## src/rtl/rrfl_pkg.sv

```systemverilog
// Package for the register rename free list unit: widths, function codes,
// free ring pointer helpers. No dependencies.
`timescale 1ns / 1ps

package rrfl_pkg;

    localparam int PHYS_REGS = 256;
    localparam int ARCH_REGS = 50;
    localparam int FLAGS_REG = 49;

    localparam int PHYS_W    = 8;
    localparam int ARCH_W    = 6;
    localparam int FUNC_W    = 2;
    localparam int RING_AW   = $clog2(PHYS_REGS);
    localparam int CNT_W     = $clog2(PHYS_REGS + 1);
    // Map RAM holds registers 0..48; flags register lives in a flop
    localparam int MAP_DEPTH = ARCH_REGS - 1;
    localparam int MAP_AW    = $clog2(MAP_DEPTH);

    typedef logic [PHYS_W-1:0]  t_phys;
    typedef logic [ARCH_W-1:0]  t_arch;
    typedef logic [RING_AW-1:0] t_ring_ptr;
    typedef logic [CNT_W-1:0]   t_count;
    typedef logic [MAP_AW-1:0]  t_map_addr;
    typedef logic [FUNC_W-1:0]  t_func;

    localparam t_func FUNC_RENAME = 2'd0;
    localparam t_func FUNC_COMMIT = 2'd1;
    localparam t_func FUNC_UNDO   = 2'd2;

    localparam t_arch  ARCH_FLAGS = t_arch'(FLAGS_REG);
    localparam t_arch  ARCH_LIMIT = t_arch'(ARCH_REGS);
    localparam t_count CNT_FULL   = t_count'(PHYS_REGS);

    function automatic t_ring_ptr ring_inc(input t_ring_ptr ptr);
        return (ptr == t_ring_ptr'(PHYS_REGS - 1)) ? '0 : ptr + 1'b1;
    endfunction

    function automatic t_ring_ptr ring_dec(input t_ring_ptr ptr);
        return (ptr == '0) ? t_ring_ptr'(PHYS_REGS - 1) : ptr - 1'b1;
    endfunction

    // Reset content of a ring slot: slot i holds register i + 50
    function automatic t_phys ring_init(input t_ring_ptr idx);
        return t_phys'(32'(idx) + ARCH_REGS);
    endfunction

    // Map RAM address of an architectural register below the flags register
    function automatic t_map_addr map_addr(input t_arch arch);
        return (arch < ARCH_FLAGS) ? arch[MAP_AW-1:0] : '0;
    endfunction

endpackage

```

## src/rtl/register_rename_free_list_unit.sv

```systemverilog
// Register rename unit top level: map table RAM, flags mapping flop, free ring RAM.
// Depends on rrfl_pkg and rrfl_ram.
`timescale 1ns / 1ps
//
//  channel   direction  handshake                  payload
//  -------   ---------  -------------------------  -------------------------------------
//  in        to block   i_in_valid / o_in_stall    i_func, sources, dest, flags, phys_a/b
//  out       from block o_out_valid / i_out_stall  source and dest mappings, status, count
//
//  Each transaction steps from acceptance through three reads on the single map
//  RAM read port (src1, src2, dest), an execute step, a step for the second free
//  ring write, and a step that loads the result into the output register.
//  Reset clears the RAM valid bits; no clearing pass is needed.
//  A stalled result holds in the output register while the next transaction runs;
//  that transaction waits in its last step until the output register frees.

module register_rename_free_list_unit
    import rrfl_pkg::*;
(
    input  logic          i_clk,
    input  logic          i_rst_n,

    input  logic          i_in_valid,
    output logic          o_in_stall,
    input  logic [1:0]    i_func,
    input  logic          i_src1_valid,
    input  logic [5:0]    i_src1_arch,
    input  logic          i_src2_valid,
    input  logic [5:0]    i_src2_arch,
    input  logic          i_reads_flags,
    input  logic          i_dest_valid,
    input  logic [5:0]    i_dest_arch,
    input  logic          i_writes_flags,
    input  logic [7:0]    i_phys_a,
    input  logic [7:0]    i_phys_b,

    output logic          o_out_valid,
    input  logic          i_out_stall,
    output logic [7:0]    o_phys_src1,
    output logic [7:0]    o_phys_src2,
    output logic [7:0]    o_phys_flags_src,
    output logic [7:0]    o_new_dest,
    output logic [7:0]    o_new_flags_dest,
    output logic [7:0]    o_prev_dest,
    output logic [7:0]    o_prev_flags,
    output logic          o_status,
    output logic [8:0]    o_free_count
);

    // Sequencer states
    localparam logic [2:0] S_IDLE = 3'd0;
    localparam logic [2:0] S_RDA  = 3'd1;   // read src1 mapping, ring head
    localparam logic [2:0] S_RDB  = 3'd2;   // read src2 mapping, ring head + 1
    localparam logic [2:0] S_RDC  = 3'd3;   // read dest mapping
    localparam logic [2:0] S_EXEC = 3'd4;   // update map, pop or first push
    localparam logic [2:0] S_WR2  = 3'd5;   // second push
    localparam logic [2:0] S_DONE = 3'd6;   // load output register

    logic [2:0]      r_state, n_state;

    // Captured transaction
    t_func           r_func,   n_func;
    logic            r_s1v,    n_s1v;
    t_arch           r_s1,     n_s1;
    logic            r_s2v,    n_s2v;
    t_arch           r_s2,     n_s2;
    logic            r_rf,     n_rf;
    logic            r_dv,     n_dv;
    t_arch           r_d,      n_d;
    logic            r_wf,     n_wf;
    t_phys           r_pa,     n_pa;
    t_phys           r_pb,     n_pb;

    // Rename state outside the RAMs
    t_phys           r_flags_map, n_flags_map;
    logic [MAP_DEPTH-1:0] r_map_vld;
    logic [PHYS_REGS-1:0] r_ring_vld;
    t_ring_ptr       r_head,   n_head;
    t_ring_ptr       r_tail,   n_tail;
    t_count          r_count,  n_count;

    // Read-side tags, registered with the RAM read
    logic            r_mq_vld;
    t_map_addr       r_mq_idx;
    logic            r_rq_vld;
    t_ring_ptr       r_rq_idx;
    t_phys           r_pop0,   n_pop0;
    t_phys           r_pop1,   n_pop1;

    // Working results
    t_phys           r_src1,   n_src1;
    t_phys           r_src2,   n_src2;
    t_phys           r_fsrc,   n_fsrc;
    t_phys           r_ndst,   n_ndst;
    t_phys           r_nflg,   n_nflg;
    t_phys           r_pdst,   n_pdst;
    t_phys           r_pflg,   n_pflg;
    logic            r_stat,   n_stat;
    logic            r_p1_vld, n_p1_vld;
    t_phys           r_p1_val, n_p1_val;

    // Output register
    logic            r_out_valid, n_out_valid;
    t_phys           r_o_src1, r_o_src2, r_o_fsrc, r_o_ndst, r_o_nflg, r_o_pdst, r_o_pflg;
    logic            r_o_stat;
    t_count          r_o_cnt;
    logic            out_load;

    // RAM ports
    logic            map_we, map_re;
    t_map_addr       map_waddr, map_raddr;
    t_phys           map_wdata, map_rdata;
    logic            ring_we, ring_re;
    t_ring_ptr       ring_waddr, ring_raddr;
    t_phys           ring_wdata, ring_rdata;

    // Push request for the current cycle
    logic            push_v;
    t_phys           push_val;
    logic            push_head;
    logic            push_ok;

    logic            in_accept;
    t_phys           map_val;
    t_phys           ring_val;
    t_phys           cur_d;
    t_phys           pop_f;
    logic [1:0]      need;

    rrfl_ram #(.WIDTH(PHYS_W), .DEPTH(MAP_DEPTH)) u_map_ram (
        .i_clk   (i_clk),
        .i_we    (map_we),
        .i_waddr (map_waddr),
        .i_wdata (map_wdata),
        .i_re    (map_re),
        .i_raddr (map_raddr),
        .o_rdata (map_rdata)
    );

    rrfl_ram #(.WIDTH(PHYS_W), .DEPTH(PHYS_REGS)) u_ring_ram (
        .i_clk   (i_clk),
        .i_we    (ring_we),
        .i_waddr (ring_waddr),
        .i_wdata (ring_wdata),
        .i_re    (ring_re),
        .i_raddr (ring_raddr),
        .o_rdata (ring_rdata)
    );

    assign o_in_stall = (r_state != S_IDLE);
    assign in_accept  = i_in_valid && !o_in_stall;

    // Entries never written read as their reset contents
    assign map_val  = r_mq_vld ? map_rdata : t_phys'(r_mq_idx);
    assign ring_val = r_rq_vld ? ring_rdata : ring_init(r_rq_idx);

    // Current mapping of the destination; the flags register sits in a flop
    assign cur_d = (r_d == ARCH_FLAGS) ? r_flags_map : map_val;
    assign pop_f = r_dv ? r_pop1 : r_pop0;
    assign need  = {1'b0, r_dv} + {1'b0, r_wf};

    assign push_head  = (r_func == FUNC_UNDO);
    assign push_ok    = push_v && (r_count < CNT_FULL);
    assign ring_we    = push_ok;
    assign ring_waddr = push_head ? ring_dec(r_head) : r_tail;
    assign ring_wdata = push_val;

    assign out_load = (r_state == S_DONE) && (!r_out_valid || !i_out_stall);

    // Source lookup: absent or out of range reads zero
    function automatic t_phys src_lookup(input logic v, input t_arch arch,
                                         input t_phys flags, input t_phys ram_val);
        t_phys res;
        res = '0;
        if (v && arch == ARCH_FLAGS) begin
            res = flags;
        end else if (v && arch < ARCH_FLAGS) begin
            res = ram_val;
        end
        return res;
    endfunction

    always_comb begin
        n_state     = r_state;
        n_func      = r_func;
        n_s1v       = r_s1v;
        n_s1        = r_s1;
        n_s2v       = r_s2v;
        n_s2        = r_s2;
        n_rf        = r_rf;
        n_dv        = r_dv;
        n_d         = r_d;
        n_wf        = r_wf;
        n_pa        = r_pa;
        n_pb        = r_pb;
        n_flags_map = r_flags_map;
        n_head      = r_head;
        n_tail      = r_tail;
        n_count     = r_count;
        n_pop0      = r_pop0;
        n_pop1      = r_pop1;
        n_src1      = r_src1;
        n_src2      = r_src2;
        n_fsrc      = r_fsrc;
        n_ndst      = r_ndst;
        n_nflg      = r_nflg;
        n_pdst      = r_pdst;
        n_pflg      = r_pflg;
        n_stat      = r_stat;
        n_p1_vld    = r_p1_vld;
        n_p1_val    = r_p1_val;
        n_out_valid = r_out_valid && i_out_stall;

        map_we      = 1'b0;
        map_waddr   = map_addr(r_d);
        map_wdata   = r_pa;
        map_re      = 1'b0;
        map_raddr   = '0;
        ring_re     = 1'b0;
        ring_raddr  = r_head;
        push_v      = 1'b0;
        push_val    = r_pa;

        unique case (r_state)
            S_IDLE: begin
                if (in_accept) begin
                    n_func  = i_func;
                    n_s1v   = i_src1_valid;
                    n_s1    = i_src1_arch;
                    n_s2v   = i_src2_valid;
                    n_s2    = i_src2_arch;
                    n_rf    = i_reads_flags;
                    // Drop a destination outside the architectural range
                    n_dv    = i_dest_valid && (i_dest_arch < ARCH_LIMIT);
                    n_d     = i_dest_arch;
                    n_wf    = i_writes_flags;
                    n_pa    = i_phys_a;
                    n_pb    = i_phys_b;
                    n_state = S_RDA;
                end
            end
            S_RDA: begin
                map_re     = 1'b1;
                map_raddr  = map_addr(r_s1);
                ring_re    = 1'b1;
                ring_raddr = r_head;
                n_state    = S_RDB;
            end
            S_RDB: begin
                n_src1     = src_lookup(r_s1v, r_s1, r_flags_map, map_val);
                n_pop0     = ring_val;
                map_re     = 1'b1;
                map_raddr  = map_addr(r_s2);
                ring_re    = 1'b1;
                ring_raddr = ring_inc(r_head);
                n_state    = S_RDC;
            end
            S_RDC: begin
                n_src2    = src_lookup(r_s2v, r_s2, r_flags_map, map_val);
                n_pop1    = ring_val;
                map_re    = 1'b1;
                map_raddr = map_addr(r_d);
                n_state   = S_EXEC;
            end
            S_EXEC: begin
                n_fsrc   = '0;
                n_ndst   = '0;
                n_nflg   = '0;
                n_pdst   = '0;
                n_pflg   = '0;
                n_stat   = 1'b0;
                n_p1_vld = 1'b0;
                n_p1_val = r_pb;
                unique case (r_func)
                    FUNC_RENAME: begin
                        n_fsrc = r_rf ? r_flags_map : '0;
                        if (r_count < t_count'(need)) begin
                            // Refuse: free list too short, leave state alone
                            n_stat = 1'b1;
                        end else begin
                            if (r_dv) begin
                                n_ndst    = r_pop0;
                                n_pdst    = cur_d;
                                map_wdata = r_pop0;
                                if (r_d == ARCH_FLAGS) begin
                                    n_flags_map = r_pop0;
                                end else begin
                                    map_we = 1'b1;
                                end
                            end
                            if (r_wf) begin
                                n_nflg      = pop_f;
                                n_pflg      = (r_dv && r_d == ARCH_FLAGS) ? r_pop0
                                                                          : r_flags_map;
                                n_flags_map = pop_f;
                            end
                            if (r_dv && r_wf) begin
                                n_head = ring_inc(ring_inc(r_head));
                            end else if (r_dv || r_wf) begin
                                n_head = ring_inc(r_head);
                            end
                            n_count = r_count - t_count'(need);
                        end
                    end
                    FUNC_COMMIT: begin
                        n_src1   = '0;
                        n_src2   = '0;
                        push_v   = r_dv;
                        push_val = r_pa;
                        n_p1_vld = r_wf;
                        n_p1_val = r_pb;
                    end
                    FUNC_UNDO: begin
                        n_src1 = '0;
                        n_src2 = '0;
                        if (r_dv) begin
                            // Restore the prior mapping, return the current one
                            map_wdata = r_pa;
                            if (r_d == ARCH_FLAGS) begin
                                n_flags_map = r_pa;
                            end else begin
                                map_we = 1'b1;
                            end
                            push_v   = 1'b1;
                            push_val = cur_d;
                        end
                        if (r_wf) begin
                            n_p1_vld    = 1'b1;
                            n_p1_val    = (r_dv && r_d == ARCH_FLAGS) ? r_pa : r_flags_map;
                            n_flags_map = r_pb;
                        end
                    end
                    default: begin
                        n_src1 = '0;
                        n_src2 = '0;
                    end
                endcase
                n_state = S_WR2;
            end
            S_WR2: begin
                push_v   = r_p1_vld;
                push_val = r_p1_val;
                n_state  = S_DONE;
            end
            S_DONE: begin
                if (out_load) begin
                    n_out_valid = 1'b1;
                    n_state     = S_IDLE;
                end
            end
            default: begin
                n_state = S_IDLE;
            end
        endcase

        // Apply an accepted push; a full list drops it
        if (push_ok) begin
            if (push_head) begin
                n_head = ring_dec(r_head);
            end else begin
                n_tail = ring_inc(r_tail);
            end
            n_count = r_count + 1'b1;
        end
    end

    // Control and rename state
    always_ff @(posedge i_clk) begin
        if (!i_rst_n) begin
            r_state     <= S_IDLE;
            r_flags_map <= t_phys'(FLAGS_REG);
            r_map_vld   <= '0;
            r_ring_vld  <= '0;
            r_head      <= '0;
            r_tail      <= t_ring_ptr'(PHYS_REGS - ARCH_REGS);
            r_count     <= t_count'(PHYS_REGS - ARCH_REGS);
            r_out_valid <= 1'b0;
        end else begin
            r_state     <= n_state;
            r_flags_map <= n_flags_map;
            r_head      <= n_head;
            r_tail      <= n_tail;
            r_count     <= n_count;
            r_out_valid <= n_out_valid;
            if (map_we) begin
                r_map_vld[map_waddr] <= 1'b1;
            end
            if (ring_we) begin
                r_ring_vld[ring_waddr] <= 1'b1;
            end
        end
    end

    // Payload
    always_ff @(posedge i_clk) begin
        r_func   <= n_func;
        r_s1v    <= n_s1v;
        r_s1     <= n_s1;
        r_s2v    <= n_s2v;
        r_s2     <= n_s2;
        r_rf     <= n_rf;
        r_dv     <= n_dv;
        r_d      <= n_d;
        r_wf     <= n_wf;
        r_pa     <= n_pa;
        r_pb     <= n_pb;
        r_pop0   <= n_pop0;
        r_pop1   <= n_pop1;
        r_src1   <= n_src1;
        r_src2   <= n_src2;
        r_fsrc   <= n_fsrc;
        r_ndst   <= n_ndst;
        r_nflg   <= n_nflg;
        r_pdst   <= n_pdst;
        r_pflg   <= n_pflg;
        r_stat   <= n_stat;
        r_p1_vld <= n_p1_vld;
        r_p1_val <= n_p1_val;
        // Tag each RAM read with the slot's valid bit and index
        if (map_re) begin
            r_mq_vld <= r_map_vld[map_raddr];
            r_mq_idx <= map_raddr;
        end
        if (ring_re) begin
            r_rq_vld <= r_ring_vld[ring_raddr];
            r_rq_idx <= ring_raddr;
        end
        if (out_load) begin
            r_o_src1 <= r_src1;
            r_o_src2 <= r_src2;
            r_o_fsrc <= r_fsrc;
            r_o_ndst <= r_ndst;
            r_o_nflg <= r_nflg;
            r_o_pdst <= r_pdst;
            r_o_pflg <= r_pflg;
            r_o_stat <= r_stat;
            r_o_cnt  <= r_count;
        end
    end

    assign o_out_valid      = r_out_valid;
    assign o_phys_src1      = r_o_src1;
    assign o_phys_src2      = r_o_src2;
    assign o_phys_flags_src = r_o_fsrc;
    assign o_new_dest       = r_o_ndst;
    assign o_new_flags_dest = r_o_nflg;
    assign o_prev_dest      = r_o_pdst;
    assign o_prev_flags     = r_o_pflg;
    assign o_status         = r_o_stat;
    assign o_free_count     = r_o_cnt;

`ifndef SYNTHESIS
    a_count_max: assert property (@(posedge i_clk) disable iff (!i_rst_n)
        r_count <= CNT_FULL)
        else $error("free count above ring size");

    a_ptrs_meet: assert property (@(posedge i_clk) disable iff (!i_rst_n)
        (r_count == CNT_FULL || r_count == '0) |-> (r_head == r_tail))
        else $error("ring pointers disagree with free count");

    a_busy_after_accept: assert property (@(posedge i_clk) disable iff (!i_rst_n)
        in_accept |=> o_in_stall)
        else $error("input taken while a transaction is in flight");

    a_refuse_keeps_count: assert property (@(posedge i_clk) disable iff (!i_rst_n)
        (r_state == S_EXEC && r_func == FUNC_RENAME && n_stat) |=>
            (r_count == $past(r_count) && r_head == $past(r_head)))
        else $error("refused rename changed the free list");
`endif

endmodule

```

## src/rtl/rrfl_ram.sv

```systemverilog
// Generic single-write, single-read synchronous RAM with registered read data.
// Stand-alone; no package dependency.
`timescale 1ns / 1ps

module rrfl_ram #(
    parameter int WIDTH = 8,
    parameter int DEPTH = 64
) (
    input  logic                     i_clk,
    input  logic                     i_we,
    input  logic [$clog2(DEPTH)-1:0] i_waddr,
    input  logic [WIDTH-1:0]         i_wdata,
    input  logic                     i_re,
    input  logic [$clog2(DEPTH)-1:0] i_raddr,
    output logic [WIDTH-1:0]         o_rdata
);

    logic [WIDTH-1:0] r_mem [DEPTH];
    logic [WIDTH-1:0] r_rdata;

    always_ff @(posedge i_clk) begin
        if (i_we) begin
            r_mem[i_waddr] <= i_wdata;
        end
        if (i_re) begin
            r_rdata <= r_mem[i_raddr];
        end
    end

    assign o_rdata = r_rdata;

endmodule

```

## config.mk

```make
export PLATFORM = sky130hd
export DESIGN_NAME = register_rename_free_list_unit
export DESIGN_NICKNAME = d
export VERILOG_FILES = /design/src/rtl/rrfl_pkg.sv /design/src/rtl/register_rename_free_list_unit.sv /design/src/rtl/rrfl_ram.sv
export SDC_FILE = /design/constraint.sdc
export NUM_CORES = 2
export LEC_CHECK = 0
export BUFFER_PORTS_ARGS = -buffer_cell sky130_fd_sc_hd__buf_2
export CAP_MARGIN = 20
export CORE_MARGIN = 2
export CORE_UTILIZATION = 50
export CTS_CLUSTER_DIAMETER = 40
export DETAILED_ROUTE_END_ITERATION = 8
export GPL_TIMING_DRIVEN = 1
export PLACE_DENSITY = 0.75
export SETUP_SLACK_MARGIN = 0.1
export SLEW_MARGIN = 20
export SYNTH_ARGS = -nofsm -noshare
export SYNTH_HDL_FRONTEND = slang
export SYNTH_HIERARCHICAL = 1
export SYNTH_SLANG_ARGS = --single-unit
```

## constraint.sdc

```tcl
create_clock -name i_clk -period 12.72 [get_ports i_clk]
set_input_delay 2.544 -clock i_clk [delete_from_list [all_inputs] [get_ports i_clk]]
set_output_delay 2.544 -clock i_clk [all_outputs]
set_load 0.1 [all_outputs]
```

==> metrics.md <==
| Metric | Value |
|---|---|
| Outcome | `finished clean` |
| Register area share after synthesis | `73.2%` |
| Leading cell types in the layout, fill and taps excluded | `2661 x edfxtp_1, 783 x nor2_1, 552 x mux4_2, 391 x clkbuf_16, 378 x a21oi_1` |
| Post-route DRC | `0` |
| Fin Clk Skew | `0.113 ns` |
| DR pass1 iterations | `8` |
| DP HPWL | `173 mm` |
| Pwr dens | `170 nW/um^2` |
| Ports | `113` |
| Largest net degree at the start of global routing | `221` |
| CP arrival | `7.01 ns` |
| Most frequent CP cell | `buf_4` |
| Post-CTS Hold Buffers | `0` |
| Grt total ovfl | `0` |
| Tcrit/Tclk final | `49.7%` |
| Hold WC Path Type | `reg -> reg` |
| Post-CTS sizing | `0` |
| Largest stage delay on the critical path | `0.77 ns` |
| Syn_nets | `6997` |
| Rel. slew slack | `13.5%` |
| Post-synth EDFFs | `2661` |
| Final Slew Violations | `0` |
| Pleak | `41.6 nW` |
| Die W | `491 um` |
| Critical path class | `reg -> reg` |
| Worst-Skew Late Latency | `1.00 ns` |
| Vias/cell | `6.45` |
| Standard-cell rows | `178` |
| Initial Utilization | `50.4%` |
| Min cycle time layout | `6.32 ns` |
| Gr usage total | `24.4%` |
| Synth Flop Type | `edfxtp_1` |
| Routed via count | `68243` |
| Ys Warns | `6` |
| Max Root-Sink Buffers | `4` |
| H-tree depth | `5` |
| Peak supply drop | `165 uV` |
| RD Place Congestion | `0.947` |
| RSZ-0062 raised after global routing | `false` |
| Post-CTS Setup Bufs | `0` |
| DR iter-0 viols | `10055` |
| Avg WL per Cell | `28.4 um` |
| Tot Pwr | `0.0229 W` |
| Worst hold margin | `0.413 ns` |
| Placed cell areas | `122000 um^2` |
| Total core area | `235000 um^2` |
| Layout cell share with drive strength beyond 1 | `21.0%` |
| Clock slew at reported path FFs | `0.06 ns` |
| CTS tree | `done` |
| FFs w/ async S/R, synth | `0%` |
| Max_cap viols | `0` |
| Initial antenna violation count | `8` |
| Commonest non-fill, non-tap cell in the layout | `edfxtp_1` |
| PortBufs | `112` |
| Worst-Margin Slew | `1.29 ns` |
| CP max FO | `138` |
| # setup viols final | `0` |
| Design area | `135000 um^2` |
| Die area | `241000 um^2` |
| Critical path's slowest cell | `nor4_1` |
| Startpoint types | `flip-flop` |
| Layout area overhead | `13.8%` |
| Final setup TNS | `0 ns` |
| Fin util | `57.3%` |
| Remaining antenna violation count | `0` |
| Nets | `7185` |
| #FFs+latches synth | `3003` |
| Setup crit end kind | `flip-flop` |
| Data required time of the critical path | `13.41 ns` |
| Max Fclk | `158 MHz` |
| Root buffer cell | `clkbuf_16` |
| Unique masters post-synth | `96` |
| Die H | `491 um` |
| Sink Count | `3003` |
| Final Hold Fails | `0` |
| Final wirelength | `300 mm` |
| CTS Buf Count | `387` |
| Cell Area, Synth | `119000 um^2` |
| Synth Instances | `6938` |
| Global-route wire length before repair | `443 mm` |
| Worst-path cell chain | `inv_1 > ha_1 > mux2i_4 > buf_4 > inv_16 > buf_4 > buf_12 > or2b_1 > buf_4 > o221ai_1 > a21oi_1 > nor3_1 > nor4_1 > buf_4 > nor4_2` |
| Vias in the first global route | `67325` |
| Syn Area/Cell | `17.1 um^2` |
## state kept, by name (all words and copies together), names as in the netlist, 9 cells and up
| name | count |
|---|---|
| r_ring_vld | 256 |
| r_count | 9 |
| r_map_vld | 49 |
| u_ring_ram/r_mem | 2048 |
| o_free_count | 9 |
| u_map_ram/r_mem | 392 |
## path summary, 6_finish.rpt
check | slack, ns | cells past startpoint | end | start
max | 6.40 | 15 | u_ring_ram/o_rdata[0] | r_head[0]
min | 0.41 | 0 | o_phys_flags_src[5] | r_fsrc[5]
max reg2reg | 6.40 | 15 | u_ring_ram/o_rdata[0] | r_head[0]
min reg2reg | 0.41 | 0 | o_phys_flags_src[5] | r_fsrc[5]
## metrics by stage
stage	std cells	setup WS, ns
6_report	10580	6.40
5_1_grt	10578	6.17
4_1_cts	10574	6.57
3_5_place_dp	9884	6.64
3_3_place_gp	9883	6.71
2_1_floorplan	6938	-0.847
## worst max-delay path: cells and delay by family, from the launching register on
kind	cells	cell delay (ns)
AO/OA/AOI/OAI	2	0.42
adder cells (fa/ha/maj)	1	0.51
buffers and inverters	7	2.95
flip-flops	1	0.71
multiplexers	1	0.10
AND/OR/NAND/NOR	4	1.08
## cell usage after synthesis (45+ instances only)
cell	count	area (um^2)
a31oi_1	93	582
clkbuf_1	224	841
nand3_1	111	556
nand2_1	348	1310
nor2b_1	45	282
mux2_2	48	541
edfxtp_1	2661	79900
a22oi_1	165	1240
a21oi_1	379	1900
mux2i_1	226	2260
dfxtp_1	342	6850
o221ai_1	49	429
o21ai_0	70	350
nor2_1	810	3040
buf_2	96	480
and3_1	50	313
mux4_2	552	12400
## cell type report
type / count / area, um^2
Fill cell: 16645 / 101000
Sequential cell: 3003 / 86800
Multi-Input combinational cell: 3455 / 29500
Clock buffer: 427 / 10000
Tap cell: 3150 / 3940
Clock inverter: 263 / 2810
Timing Repair Buffer: 235 / 1620
Inverter: 44 / 214
Antenna cell: 3 / 7.51
## cells by family (layout without fill, tap and decap cells)
kind of cell / Yosys count / in the layout / synth area share [%]
buf+inv: 480 / 969 / 2.16
simple gates: 1557 / 1557 / 5.72
mux: 829 / 829 / 12.9
flops: 3003 / 3003 / 73.2
fa+ha+maj: 14 / 14 / 0.154
other cells: 0 / 3 / 0
xor+xnor: 30 / 30 / 0.228
compound gates: 1025 / 1025 / 5.64
## per-layer routing
metal / GRT usage, % / vias up / wire (um)
li1: - / 27960 / -
met1: 33.3 / 34593 / 111000
met2: 38.0 / 4838 / 140000
met3: 5.42 / 846 / 34900
met4: 10.4 / 6 / 13700
met5: 0 / - / 38
## where the power goes
group          leakage (nW)  internal [W]  switching [W]
Clock                  6.23       0.00655        0.00424
Combinational          8.80      0.000379       0.000800
Sequential             26.6        0.0109      0.0000475
Note: power is estimated with default switching activity, not from simulation.
